===== src/rtl/ps2kd_pkg.sv =====
// types, codes and lookup tables of the ps2 scan code decoder
// no dependencies; imported by the top level and by the checker
package ps2kd_pkg;

    typedef enum logic [1:0] {
        KIND_KEY    = 2'd0,
        KIND_CMD    = 2'd1,
        KIND_REBOOT = 2'd2
    } kind_t;

    typedef enum logic {
        CFG_SCAN_SET = 1'b0,
        CFG_RAW_MODE = 1'b1
    } cfg_index_t;

    localparam logic [7:0] BYTE_EXT0   = 8'hE0;
    localparam logic [7:0] BYTE_EXT1   = 8'hE1;
    localparam logic [7:0] BYTE_BREAK  = 8'hF0;
    localparam logic [7:0] BYTE_ACK    = 8'hFA;
    localparam logic [7:0] BYTE_BAT    = 8'hFC;
    localparam logic [7:0] BYTE_DIAG   = 8'hFD;
    localparam logic [7:0] BYTE_RESEND = 8'hFE;
    localparam logic [7:0] CMD_SET_LEDS = 8'hED;
    localparam logic [7:0] XT_MAX      = 8'h58;
    localparam logic [7:0] XT_NONE     = 8'hFF;
    localparam logic [7:0] ACK_SAT     = 8'd253;
    localparam logic [1:0] SCAN_SET_XT = 2'd1;
    localparam logic [1:0] SCAN_SET_RESET = 2'd2;

    localparam logic [14:0] KC_UNKNOWN = 15'h4012;
    localparam logic [14:0] KC_LCTRL   = 15'h4003;
    localparam logic [14:0] KC_RCTRL   = 15'h4007;
    localparam logic [14:0] KC_LSHIFT  = 15'h4002;
    localparam logic [14:0] KC_RSHIFT  = 15'h4006;
    localparam logic [14:0] KC_LALT    = 15'h4004;
    localparam logic [14:0] KC_RALT    = 15'h4008;
    localparam logic [14:0] KC_CAPS    = 15'h4001;
    localparam logic [14:0] KC_NUMLOCK = 15'h300F;
    localparam logic [14:0] KC_SCROLL  = 15'h4010;
    localparam logic [14:0] KC_DOT     = 15'h002E;
    localparam logic [14:0] KC_LOWER_A = 15'h0061;
    localparam logic [14:0] KC_LOWER_Z = 15'h007A;
    localparam logic [14:0] CASE_GAP   = 15'h0020;

    localparam logic [2:0] LED_SCROLL = 3'b001;
    localparam logic [2:0] LED_NUM    = 3'b010;
    localparam logic [2:0] LED_CAPS   = 3'b100;

    // result item held in the output queue
    typedef struct packed {
        logic [1:0]  kind;
        logic [14:0] value;
        logic        last;
        logic [3:0]  flags;
    } res_t;

    localparam logic [14:0] XT_KEYS [0:88] = '{
        15'h4012, 15'h1001, 15'h0031, 15'h0032, 15'h0033, 15'h0034, 15'h0035, 15'h0036,
        15'h0037, 15'h0038, 15'h0039, 15'h0030, 15'h002D, 15'h003D, 15'h0008, 15'h4000,
        15'h0071, 15'h0077, 15'h0065, 15'h0072, 15'h0074, 15'h0079, 15'h0075, 15'h0069,
        15'h006F, 15'h0070, 15'h005B, 15'h005D, 15'h000D, 15'h4003, 15'h0061, 15'h0073,
        15'h0064, 15'h0066, 15'h0067, 15'h0068, 15'h006A, 15'h006B, 15'h006C, 15'h003B,
        15'h0027, 15'h0060, 15'h4002, 15'h005C, 15'h007A, 15'h0078, 15'h0063, 15'h0076,
        15'h0062, 15'h006E, 15'h006D, 15'h002C, 15'h002E, 15'h002F, 15'h4006, 15'h002A,
        15'h4008, 15'h0020, 15'h4001, 15'h1201, 15'h1202, 15'h1203, 15'h1204, 15'h1205,
        15'h1206, 15'h1207, 15'h1208, 15'h1209, 15'h120A, 15'h300F, 15'h4010, 15'h400C,
        15'h0038, 15'h0039, 15'h002D, 15'h0034, 15'h0035, 15'h0036, 15'h002B, 15'h0031,
        15'h0032, 15'h0033, 15'h0030, 15'h002E, 15'h4012, 15'h4012, 15'h4012, 15'h120B,
        15'h120C
    };

    localparam logic [7:0] AT_TO_XT [0:127] = '{
        8'hff,8'h43,8'h41,8'h3f,8'h3d,8'h3b,8'h3c,8'h58,8'h64,8'h44,8'h42,8'h40,8'h3e,8'h0f,8'h29,8'h59,
        8'h65,8'h38,8'h2a,8'h70,8'h1d,8'h10,8'h02,8'h5a,8'h66,8'h71,8'h2c,8'h1f,8'h1e,8'h11,8'h03,8'h5b,
        8'h67,8'h2e,8'h2d,8'h20,8'h12,8'h05,8'h04,8'h5c,8'h68,8'h39,8'h2f,8'h21,8'h14,8'h13,8'h06,8'h5d,
        8'h69,8'h31,8'h30,8'h23,8'h22,8'h15,8'h07,8'h5e,8'h6a,8'h72,8'h32,8'h24,8'h16,8'h08,8'h09,8'h5f,
        8'h6b,8'h33,8'h25,8'h17,8'h18,8'h0b,8'h0a,8'h60,8'h6c,8'h34,8'h35,8'h26,8'h27,8'h19,8'h0c,8'h61,
        8'h6d,8'h73,8'h28,8'h74,8'h1a,8'h0d,8'h62,8'h6e,8'h3a,8'h36,8'h1c,8'h1b,8'h75,8'h2b,8'h63,8'h76,
        8'h55,8'h56,8'h77,8'h78,8'h79,8'h7a,8'h0e,8'h7b,8'h7c,8'h4f,8'h7d,8'h4b,8'h47,8'h7e,8'h7f,8'h6f,
        8'h52,8'h53,8'h50,8'h4c,8'h4d,8'h48,8'h01,8'h45,8'h57,8'h4e,8'h51,8'h4a,8'h37,8'h49,8'h46,8'h54
    };

    // us layout shift mapping of punctuation and digits
    function automatic logic [14:0] shifted(input logic [14:0] k);
        logic [14:0] r;
        r = k;
        case (k)
            15'h30: r = 15'h29;
            15'h31: r = 15'h21;
            15'h32: r = 15'h40;
            15'h33: r = 15'h23;
            15'h34: r = 15'h24;
            15'h35: r = 15'h25;
            15'h36: r = 15'h5E;
            15'h37: r = 15'h26;
            15'h38: r = 15'h2A;
            15'h39: r = 15'h28;
            15'h2C: r = 15'h3C;
            15'h2E: r = 15'h3E;
            15'h2F: r = 15'h3F;
            15'h3B: r = 15'h3A;
            15'h27: r = 15'h22;
            15'h5B: r = 15'h7B;
            15'h5D: r = 15'h7D;
            15'h60: r = 15'h7E;
            15'h2D: r = 15'h5F;
            15'h3D: r = 15'h2B;
            15'h5C: r = 15'h7C;
            default: r = k;
        endcase
        return r;
    endfunction

endpackage


===== src/rtl/ps2_scancode_to_key_decoder_unit.sv =====
// ps2 keyboard scan byte decoder: set 1 / set 2 bytes to key codes, led commands and reboot requests
// depends on ps2kd_pkg (tables, result type, codes)
// path: a request is registered on acceptance and then decoded into a two-entry result
// queue, from whose head its first result shows on m_; a full queue can hold it back.
// throughput: one scan byte per cycle while the queue has room; a lock key needs both
// queue slots, so right after another two-result request it waits while the queue drains.
// reset: aresetn low at a clock edge clears all key state, flags and queues;
// scan_set returns to 2 and raw_mode to 0. no clearing pass is needed.
module ps2_scancode_to_key_decoder_unit
    import ps2kd_pkg::*;
(
    input  logic        aclk,
    input  logic        aresetn,
    input  logic        s_tvalid,
    output logic        s_tready,
    input  logic [7:0]  s_tdata,    // [7:0] scan_byte
    output logic        m_tvalid,
    input  logic        m_tready,
    output logic [23:0] m_tdata,    // [14:0] value, [15] ack_underflow, [16] bat_failed,
                                    // [17] diag_failed, [18] resend_requested, zero pad
    output logic [1:0]  m_tuser,    // [1:0] kind
    output logic        m_tlast,
    input  logic        cfg_valid,
    output logic        cfg_ready,
    input  logic        cfg_index,
    input  logic [1:0]  cfg_wdata
);

    logic [1:0] scan_set_reg;
    logic       raw_mode_reg;

    logic       in_valid_reg;
    logic [7:0] in_byte_reg;

    logic       ext_reg, ext_next;
    logic       brk_reg, brk_next;
    logic       shift_reg, shift_next;
    logic       ctrl_reg, ctrl_next;
    logic       alt_reg, alt_next;
    logic [2:0] led_reg, led_next;
    logic [7:0] acks_reg, acks_next;
    logic [3:0] status_reg, status_next;

    res_t       q_reg [0:1];
    res_t       q_next [0:1];
    logic [1:0] cnt_reg, cnt_next;

    logic [7:0]  code;
    logic [14:0] key;
    logic [1:0]  n_res;
    res_t        r0, r1;
    logic [2:0]  toggle;
    logic        pop, fire;
    logic [1:0]  free_slots, cnt_p;
    logic        is_mod;

    assign cfg_ready = 1'b1;

    always_ff @(posedge aclk) begin
        if (!aresetn) begin
            scan_set_reg <= SCAN_SET_RESET;
            raw_mode_reg <= 1'b0;
        end else if (cfg_valid) begin
            case (cfg_index)
                CFG_SCAN_SET: scan_set_reg <= cfg_wdata;
                CFG_RAW_MODE: raw_mode_reg <= cfg_wdata[0];
                default: ;
            endcase
        end
    end

    // translation path: set 1 drops the break bit, others send bytes < 80h via the at rom
    always_comb begin
        if (scan_set_reg == SCAN_SET_XT) begin
            code = {1'b0, in_byte_reg[6:0]};
        end else if (in_byte_reg[7]) begin
            code = XT_NONE;
        end else begin
            code = AT_TO_XT[in_byte_reg[6:0]];
        end
        key = (code <= XT_MAX) ? XT_KEYS[code[6:0]] : KC_UNKNOWN;
    end

    always_comb begin
        ext_next    = ext_reg;
        brk_next    = brk_reg;
        shift_next  = shift_reg;
        ctrl_next   = ctrl_reg;
        alt_next    = alt_reg;
        led_next    = led_reg;
        acks_next   = acks_reg;
        status_next = status_reg;
        n_res       = 2'd0;
        toggle      = 3'b000;
        r0          = '{kind: KIND_KEY, value: key, last: 1'b1, flags: status_reg};
        r1          = '{kind: KIND_CMD, value: {12'd0, led_reg ^ toggle}, last: 1'b1,
                        flags: status_reg};
        is_mod      = (key == KC_LCTRL) || (key == KC_RCTRL) || (key == KC_LSHIFT)
                   || (key == KC_RSHIFT) || (key == KC_LALT) || (key == KC_RALT);
        case (in_byte_reg)
            BYTE_EXT0, BYTE_EXT1: ext_next = 1'b1;
            BYTE_ACK: begin
                if (acks_reg == 8'd0) begin
                    status_next[0] = 1'b1;
                end else begin
                    acks_next = acks_reg - 8'd1;
                end
            end
            BYTE_BAT:    status_next[1] = 1'b1;
            BYTE_DIAG:   status_next[2] = 1'b1;
            BYTE_RESEND: status_next[3] = 1'b1;
            default: begin
                if (scan_set_reg != SCAN_SET_XT && in_byte_reg == BYTE_BREAK) begin
                    brk_next = 1'b1;
                end else begin
                    // set 1 break bit is noted even in raw mode
                    if (scan_set_reg == SCAN_SET_XT && in_byte_reg[7]) begin
                        brk_next = 1'b1;
                    end
                    if (raw_mode_reg) begin
                        n_res = 2'd1;
                    end else begin
                        ext_next = 1'b0;
                        if (brk_next) begin
                            brk_next = 1'b0;
                            if (key == KC_LCTRL || key == KC_RCTRL) begin
                                ctrl_next = 1'b0;
                            end else if (key == KC_LSHIFT || key == KC_RSHIFT) begin
                                shift_next = 1'b0;
                            end else if (key == KC_LALT || key == KC_RALT) begin
                                alt_next = 1'b0;
                            end
                        end else begin
                            if (key == KC_LCTRL || key == KC_RCTRL) begin
                                ctrl_next = 1'b1;
                            end else if (key == KC_LSHIFT || key == KC_RSHIFT) begin
                                shift_next = 1'b1;
                            end else if (key == KC_LALT || key == KC_RALT) begin
                                alt_next = 1'b1;
                            end else if (key == KC_SCROLL) begin
                                toggle = LED_SCROLL;
                            end else if (key == KC_NUMLOCK) begin
                                toggle = LED_NUM;
                            end else if (key == KC_CAPS) begin
                                toggle = LED_CAPS;
                            end
                            if (toggle != 3'b000) begin
                                led_next  = led_reg ^ toggle;
                                acks_next = (acks_reg >= ACK_SAT) ? 8'hFF : acks_reg + 8'd2;
                                n_res     = 2'd2;
                                r0 = '{kind: KIND_CMD, value: {7'd0, CMD_SET_LEDS},
                                       last: 1'b0, flags: status_reg};
                                r1 = '{kind: KIND_CMD, value: {12'd0, led_reg ^ toggle},
                                       last: 1'b1, flags: status_reg};
                            end else if (!is_mod) begin
                                n_res = 2'd1;
                                if ((shift_reg || led_reg[2]) && key >= KC_LOWER_A
                                        && key <= KC_LOWER_Z) begin
                                    r0.value = key - CASE_GAP;
                                end else if (shift_reg) begin
                                    r0.value = shifted(key);
                                end else if (ctrl_reg && alt_reg && ext_reg
                                        && key == KC_DOT) begin
                                    r0.kind  = KIND_REBOOT;
                                    r0.value = 15'd0;
                                end
                            end
                        end
                    end
                end
            end
        endcase
    end

    // output queue: pop at the head, push behind whatever remains
    assign pop        = (cnt_reg != 2'd0) && m_tready;
    assign free_slots = 2'd2 - cnt_reg + {1'b0, pop};
    assign fire       = in_valid_reg && (n_res <= free_slots);
    assign cnt_p      = cnt_reg - {1'b0, pop};
    assign s_tready   = !in_valid_reg || fire;

    always_comb begin
        q_next[0] = pop ? q_reg[1] : q_reg[0];
        q_next[1] = q_reg[1];
        cnt_next  = cnt_p;
        if (fire) begin
            cnt_next = cnt_p + n_res;
            case (n_res)
                2'd1: begin
                    if (cnt_p == 2'd0) begin
                        q_next[0] = r0;
                    end else begin
                        q_next[1] = r0;
                    end
                end
                2'd2: begin
                    q_next[0] = r0;
                    q_next[1] = r1;
                end
                default: ;
            endcase
        end
    end

    always_ff @(posedge aclk) begin
        if (!aresetn) begin
            in_valid_reg <= 1'b0;
            cnt_reg      <= 2'd0;
            ext_reg      <= 1'b0;
            brk_reg      <= 1'b0;
            shift_reg    <= 1'b0;
            ctrl_reg     <= 1'b0;
            alt_reg      <= 1'b0;
            led_reg      <= 3'b000;
            acks_reg     <= 8'd0;
            status_reg   <= 4'd0;
        end else begin
            if (s_tready) begin
                in_valid_reg <= s_tvalid;
            end
            cnt_reg <= cnt_next;
            if (fire) begin
                ext_reg    <= ext_next;
                brk_reg    <= brk_next;
                shift_reg  <= shift_next;
                ctrl_reg   <= ctrl_next;
                alt_reg    <= alt_next;
                led_reg    <= led_next;
                acks_reg   <= acks_next;
                status_reg <= status_next;
            end
        end
    end

    always_ff @(posedge aclk) begin
        if (s_tvalid && s_tready) begin
            in_byte_reg <= s_tdata;
        end
        q_reg[0] <= q_next[0];
        q_reg[1] <= q_next[1];
    end

    assign m_tvalid = (cnt_reg != 2'd0);
    assign m_tuser  = q_reg[0].kind;
    assign m_tlast  = q_reg[0].last;
    assign m_tdata  = {5'd0, q_reg[0].flags, q_reg[0].value};

endmodule


===== config.mk =====
export PLATFORM = sky130hd
export DESIGN_NAME = ps2_scancode_to_key_decoder_unit
export DESIGN_NICKNAME = d
export VERILOG_FILES = /design/src/rtl/ps2kd_pkg.sv /design/src/rtl/ps2_scancode_to_key_decoder_unit.sv
export SDC_FILE = /design/constraint.sdc
export NUM_CORES = 1
export LEC_CHECK = 0
export BUFFER_PORTS_ARGS = -buffer_cell sky130_fd_sc_hd__buf_2
export CAP_MARGIN = 20
export CORE_MARGIN = 2
export CORE_UTILIZATION = 45
export DETAILED_ROUTE_END_ITERATION = 8
export GPL_TIMING_DRIVEN = 0
export MAX_ROUTING_LAYER = met4
export SYNTH_ARGS = -nofsm -noshare
export SYNTH_HDL_FRONTEND = slang
export SYNTH_SLANG_ARGS = --single-unit

===== constraint.sdc =====
create_clock -name aclk -period 14.5 [get_ports aclk]
set_input_delay 0.725 -clock aclk [delete_from_list [all_inputs] [get_ports aclk]]
set_output_delay 0.725 -clock aclk [all_outputs]
set_load 0.01 [all_outputs]

==> results of run 1 <==
area by class of cell:
class,count,area (sq um),area share
clock inverters,3,46.3,0.00509
inverters,35,138,0.0151
repair buffers,41,221,0.0244
multi-input cells,804,5620,0.618
flip-flops and latches,78,1860,0.205
well taps,229,287,0.0315
clock buffers,13,283,0.0311
plain buffers,99,636,0.0699
kinds of logic after synthesis:
| group | synth area share |
|---|---|
| AOI/OAI and AO/OA | 0.315 |
| xor gates and xnor gates | 0.0117 |
| adders and majority gates | 0.0529 |
| buffers and inverters | 0.0940 |
| DFF | 0.226 |
| muxes | 0.0633 |
| other | 0.000913 |
| and+or+nand+nor | 0.236 |
layout by cell type, fill, tap and decap left out, types with 25 or more instances in the layout:
cell type and instances:
o21ai_0 44, nand3_1 41, inv_1 31, nor2_1 75, a21oi_1 64, nor3_1 33, nor2b_1 25, buf_4 41
mux2i_1 40, edfxtp_1 30, ha_1 34, nand2_1 65, buf_2 61, dfxtp_1 48
synthesized netlist by cell type (all sizes together), types with 7 or more instances:
cell type	count	area [sq um]
nor2	80	323
buf	77	553
nand2	70	275
a21oi	65	337
o21ai	52	287
dfxtp	48	961
nand3	43	225
mux2i	40	400
ha	34	425
inv	34	133
nor3	34	170
edfxtp	30	901
nor2b	25	156
clkbuf	22	82.6
o22ai	19	119
and3	18	118
a21boi	16	124
nand2b	15	93.8
a211oi	14	110
nand4	14	87.6
o2111ai	14	129
o211ai	14	110
or3	11	68.8
a2111oi	10	106
o31ai	10	80.1
or2	10	62.6
and2	9	56.3
a31oi	8	71.3
nand3b	8	60.1
a21o	7	52.6
nor4	7	58.8
o221a	7	78.8
xnor2	7	61.3
through the flow:
step | util | total power [W] | std cells
3_5_place_dp | 0.488 | 0.00119 | 1286
2_1_floorplan | - | 0.000952 | 1016
3_3_place_gp | 0.486 | 0.00119 | 1284
6_report | 0.506 | 0.00146 | 1302
4_1_cts | 0.506 | 0.00144 | 1302
5_1_grt | 0.506 | 0.00155 | 1302
report_power, final:
group | internal [W] | switching, W | leakage, nW
combinational | 0.000330 | 0.000562 | 2.73
clock | 0.000155 | 0.0000926 | 0.157
sequential | 0.000292 | 0.0000264 | 0.678
total | 0.000777 | 0.000681 | 3.57
routing by layer:
layer | routed length, um | part of all wire
met5 | 0 | 0
met4 | 894 | 0.032
met3 | 2430 | 0.087
met2 | 12200 | 0.44
met1 | 12400 | 0.44
how the worst max path moves through the flow:
| stage | startpoint | end | slack [ps] | depth (start not counted) |
|---|---|---|---|---|
| floorplan | in_byte_reg[0] | q_reg[0][22] | 7160 | 26 |
| global placement | in_byte_reg[0] | q_reg[0][41] | 4460 | 25 |
| detailed placement | in_byte_reg[0] | acks_reg[3] | 6250 | 29 |
| CTS | in_byte_reg[0] | q_reg[0][16] | 6210 | 28 |
| global route | in_byte_reg[0] | acks_reg[6] | 5310 | 29 |
| finish | in_byte_reg[0] | q_reg[0][16] | 5810 | 33 |
worst max-delay path, delay by kind of cell (launching register included):
kind                       cells  cell delay, ps
buffers and inverters          8            2090
muxes                          1             140
AOI/OAI and AO/OA             12            3250
DFF                            1             620
and+or+nand+nor                9            1790
adders and majority gates      3             710
==> impl_metrics.csv, run 1 <==
group,metric,value,unit
worst_setup_path,worst_path_largest_cell_delay,690,ps
placed_design,gp_congestion,0.976,
global_route,grt_pass1_vias,7980,
global_route,grt_pass1_wl,44200,um
routing,via_per_inst,6.59,
logic_synthesis,avgSynthCellArea,8.14,sq um
logic_synthesis,synth_edf_count,30,
floorplan,io_pins,46,
sta,max_freq,115,MHz
sta,hold_viol,0,
routing,ant_nets,0,
routing,wl_per_cell,21.4,um
sta,tightest_slew,881,ps
routing,drtPass1Iterations,6,
worst_setup_path,reg2reg_to,"q_reg[0][16]",
placed_design,hpwl,20300,um
logic_synthesis,synth.distinct_cells,115,
worst_setup_path,crit_path_end_kind,"register",
routing,via_count,8586,
global_route,globalRouteOverflowTotal,0,
global_route,grt_max_degree,14,
routing,wirelength,27900,um
clock_network,cts-resized-gates,0,
placed_design,dp_slack,6250,ps
routing,drtIter0Drc,1078,
logic_synthesis,yosys_warnings,0,
clock_network,clk_path_buf_depth,2,
worst_setup_path,critPathLaunchType,"register",
final_layout,n_antenna_cell,0,
sta,period_share,0.599,
clock_network,cts_root_buf,"clkbuf_16",
final_layout,nNetsFinal,1118,
sta,setup_viol,0,
clock_network,cts_tree,"done",
logic_synthesis,synth_area,0.00823,sq mm
worst_setup_path,reg2reg_slack,5810,ps
worst_setup_path,worstReg2RegStart,"in_byte_reg[0]",
min_path,hold_path.class,"reg2reg",
placed_design,dpl_cell_area,0.00876,sq mm
global_route,grt_util_met2,0.424,
worst_setup_path,cp_slowest_cell,"o31ai_2",
logic_synthesis,yosysSeqAreaShare,0.226,
sta,fin_tns_setup,0,ps
sta,fin_skew,5.31,ps
min_path,hold_end,"q_reg[0][15]",
worst_setup_path,required,14750,ps
clock_network,cts_made_buffers,9,
logic_synthesis,synth_flop_cell,"dfxtp_1",
global_route,grt_usage,0.288,
global_route,use_met1,0.395,
final_layout,drive_gt1_frac,0.183,
floorplan,die_area,0.0194,sq mm
run,max_cap_viol_count,0,
floorplan,die_h,139,um
min_path,hp-start,"q_reg[0][37]",
worst_setup_path,path_class,"reg2reg",
sta,slew-limit-headroom,0.397,
clock_network,cts_sinks,78,
logic_synthesis,postSynthCellCount,1010,
sta,slew_violations,0,
sta,holdWs,486,ps
floorplan,coreArea,0.0180,sq mm
min_path,hold_path_depth,2,
clock_network,clk_pin_slew,60,ps
final_layout,final_area,0.00909,sq mm
outcome,status,"completed",
logic_synthesis,synth-seq-cells,78,
sta,setup_ws,5810,ps
floorplan,start_util,0.458,
floorplan,chipWidth,139,um
worst_setup_path,r2r_cells,33,
logic_synthesis,synthArstFlopShare,0,
placed_design,numPortBuffers,39,
sta,grt_setup_unrepaired,"no",
global_route,met3_usage,0.0504,
clock_network,cts_setup_buffers,0,
final_layout,nFillCells,1770,
sta,fin_crit,8690,ps
global_route,grt_busiest_layer,"met2",
final_layout,largest_reg_flops,44,
worst_setup_path,critical_path.max_fanout,12,
clock_network,h-tree-depth,3,
pwr,leakage,3.57,nW
pwr,ir_drop,0.0897,mV
final_layout,area_growth,10.5,%
routing,drc_errors,0,
pwr,powerDensity,160,mW/mm^2
clock_network,clk_latency,330,ps
global_route,antenna_found_initial,0,
worst_setup_path,crit_arrival,8940,ps
floorplan,rows,49,
clock_network,hold_buffers,0,
(Power assumes the default switching activity.)
==> run 2, diff against run 1 <==
--- a/config.mk
+++ b/config.mk
@@ -5,6 +5,7 @@
 export SDC_FILE = /design/constraint.sdc
 export NUM_CORES = 1
 export LEC_CHECK = 0
+export ABC_AREA = 1
 export BUFFER_PORTS_ARGS = -buffer_cell sky130_fd_sc_hd__buf_2
 export CAP_MARGIN = 20
 export CORE_MARGIN = 2
==> constraint.sdc (replaced) <==
create_clock -name aclk -period 9.07 [get_ports aclk]
set_input_delay 0.4535 -clock aclk [delete_from_list [all_inputs] [get_ports aclk]]
set_output_delay 0.4535 -clock aclk [all_outputs]
set_load 0.01 [all_outputs]
==> run 2 against run 1 <==
  * Critical path depth rose by 6
  * Largest power group unchanged
  * Critical endpoint is now q_reg[0][18]
  * Clock skew rose by 1.2 ps
  * Design area is 3.7% lower
  * Sequential power increased by 64%
==> impl_metrics.csv, run 2 <==
group,metric,value,unit
outcome,status,"completed",
clock_network,hold_buffers,0,
worst_setup_path,cpMostUsedCell,"nand2_1",
min_path,hp-start,"s_tdata[6]",
worst_setup_path,cp_slowest_cell,"edfxtp_1",
min_path,hold_path_depth,1,
floorplan,coreArea,0.0172,sq mm
placed_design,numPortBuffers,39,
logic_synthesis,synth_flop_cell,"dfxtp_1",
worst_setup_path,crit_arrival,7580,ps
sta,period_share,0.815,
logic_synthesis,synth-seq-cells,78,
sta,setup_ws,1680,ps
routing,drtIter0Drc,747,
clock_network,clk_latency,340,ps
final_layout,area_growth,10.5,%
final_layout,finalNonFillerCells,1575,
placed_design,dp_slack,1750,ps
clock_network,cts_tree,"done",
logic_synthesis,yosysTopAreaCell,"nand2_1",
logic_synthesis,synth_edf_count,30,
sta,fin_crit,7390,ps
floorplan,io_pins,46,
clock_network,cts_sinks,78,
floorplan,die_h,137,um
worst_setup_path,reg2reg_to,"q_reg[0][18]",
min_path,hold_end,"in_byte_reg[6]",
logic_synthesis,yosysSeqAreaShare,0.235,
floorplan,start_util,0.459,
worst_setup_path,worst_path_largest_cell_delay,700,ps
sta,max_freq,135,MHz
sta,fin_skew,6.46,ps
worst_setup_path,r2r_cells,39,
routing,ant_nets,0,
global_route,antenna_found_initial,0,
final_layout,drive_gt1_frac,0.155,
placed_design,gp_congestion,1.02,
logic_synthesis,synth.distinct_cells,55,
clock_network,h-tree-depth,3,
worst_setup_path,critPathLaunchType,"register",
global_route,globalRouteOverflowTotal,0,
floorplan,chipWidth,137,um
worst_setup_path,crit_path_end_kind,"register",
logic_synthesis,yosys_warnings,0,
final_layout,largest_reg_flops,44,
worst_setup_path,critical_path.max_fanout,11,
final_layout,n_antenna_cell,0,
floorplan,rows,48,
sta,tightest_slew,623,ps
clock_network,clk_path_buf_depth,2,
clock_network,cts_root_buf,"clkbuf_16",
clock_network,cts_setup_buffers,0,
pwr,ir_drop,0.144,mV
logic_synthesis,synth_top_area_frac,0.179,
sta,slew_violations,0,
logic_synthesis,synthArstFlopShare,0,
logic_synthesis,synth_area,0.00792,sq mm
worst_setup_path,reg2reg_slack,1680,ps
worst_setup_path,path_class,"reg2reg",
global_route,grt_pass1_vias,7864,
worst_setup_path,worstReg2RegStart,"in_byte_reg[1]",
sta,hold_viol,0,
worst_setup_path,required,9260,ps
routing,wirelength,24400,um
pwr,leakage,4.43,nW
global_route,grt_usage,0.276,
sta,setup_viol,0,
placed_design,hpwl,18700,um
final_layout,nNetsFinal,1395,
clock_network,cts_made_buffers,9,
global_route,grt_pass1_wl,39700,um
sta,fin_tns_setup,0,ps
final_layout,final_cell_mix,"378 x nand2_1, 163 x nor2_1, 140 x nand3_1",
routing,drtPass1Iterations,5,
pwr,power,0.00211,W
pwr,powerDensity,241,mW/mm^2
final_layout,final_common_cell,"nand2_1",
logic_synthesis,synth_common_cells,"378 x nand2_1, 163 x nor2_1, 140 x nand3_1",
routing,via_count,8493,
placed_design,dp.cells,1559,
clock_network,cts-resized-gates,0,
sta,grt_setup_unrepaired,"no",
run,max_cap_viol_count,0,
min_path,hold_path.class,"in2reg",
floorplan,die_area,0.0187,sq mm
logic_synthesis,postSynthCellCount,1288,
logic_synthesis,synth.most_common_cell,"nand2_1",
routing,wl_per_cell,15.5,um
logic_synthesis,synth_area_leaders,"nand2_1 18%, dfxtp_1 12%, edfxtp_1 11%",
sta,slew-limit-headroom,0.582,
routing,drc_errors,0,
logic_synthesis,avgSynthCellArea,6.15,sq um
global_route,grt_max_degree,17,
clock_network,clk_pin_slew,60,ps
routing,via_per_inst,5.39,
run 2: changes by cell type in the layout (fill, tap and decap cells not counted), sizes merged, moves of 16 or more:
cell and change:
a21boi -16, and3 -18, buf -24, inv +112, mux2i -38, nand2 +333, nand3 +112, nor2 +99
nor2b -25
run 2: how the worst max path moves through the flow:
stage                   startpoint           end  slack (ps)  depth (start not counted)
floorplan           in_byte_reg[0]  q_reg[0][22]        2500                         35
global placement    in_byte_reg[0]  q_reg[0][28]         100                         35
detailed placement  in_byte_reg[1]  q_reg[0][18]        1750                         39
CTS                 in_byte_reg[1]  q_reg[0][17]        1730                         39
global route        in_byte_reg[0]  q_reg[0][18]         860                         39
finish              in_byte_reg[1]  q_reg[0][18]        1680                         39
run 2: logic make-up (layout without fill, tap and decap cells):
family	count (synthesis)	in the layout	synth area share
compound gates	157	157	0.122
xor+xnor	11	11	0.0122
fa+ha+maj	34	34	0.0537
buf+inv	212	268	0.126
flops	78	78	0.235
mux	2	2	0.00253
other cells	2	8	0.000948
simple gates	792	792	0.448
run 2: routing by layer:
| layer | GRT usage | vias up | share of wire |
|---|---|---|---|
| met5 | - | - | 0 |
| met1 | 0.375 | 3824 | 0.47 |
| met4 | 0.0718 | 0 | 0.020 |
| met2 | 0.433 | 335 | 0.45 |
| li1 | - | 4288 | - |
| met3 | 0.0359 | 46 | 0.061 |
run 2: critical path: cells and delay by family (launching register included):
kind | cells | cell delay [ps]
AND/OR/NAND/NOR | 24 | 3390
buffers and inverters | 7 | 1400
adder cells (fa/ha/maj) | 3 | 1000
flip-flops | 1 | 700
AO/OA/AOI/OAI | 5 | 720
run 2: power breakdown:
| group | switching [W] | internal [W] |
|---|---|---|
| Combinational | 0.000795 | 0.000435 |
| Sequential | 0.0000455 | 0.000474 |
| Clock | 0.000144 | 0.000212 |
| Total | 0.000984 | 0.00112 |
run 2: final cells by class:
type	instances	area, sq um
flip-flops and latches	78	1860
well taps	225	282
plain buffers	65	442
clock inverters	6	61.3
repair buffers	40	223
clock buffers	10	229
multi-input cells	1004	5100
inverters	147	554
fillers	1866	8490
run 2: metrics by stage:
step | utilization | hold slack, ps | cell area [sq um]
finish | 0.508 | 288 | 8750
global placement | 0.488 | 444 | 8420
global route | 0.508 | 274 | 8750
detailed placement | 0.491 | 452 | 8460
CTS | 0.508 | 276 | 8750
floorplan | - | 430 | 7940
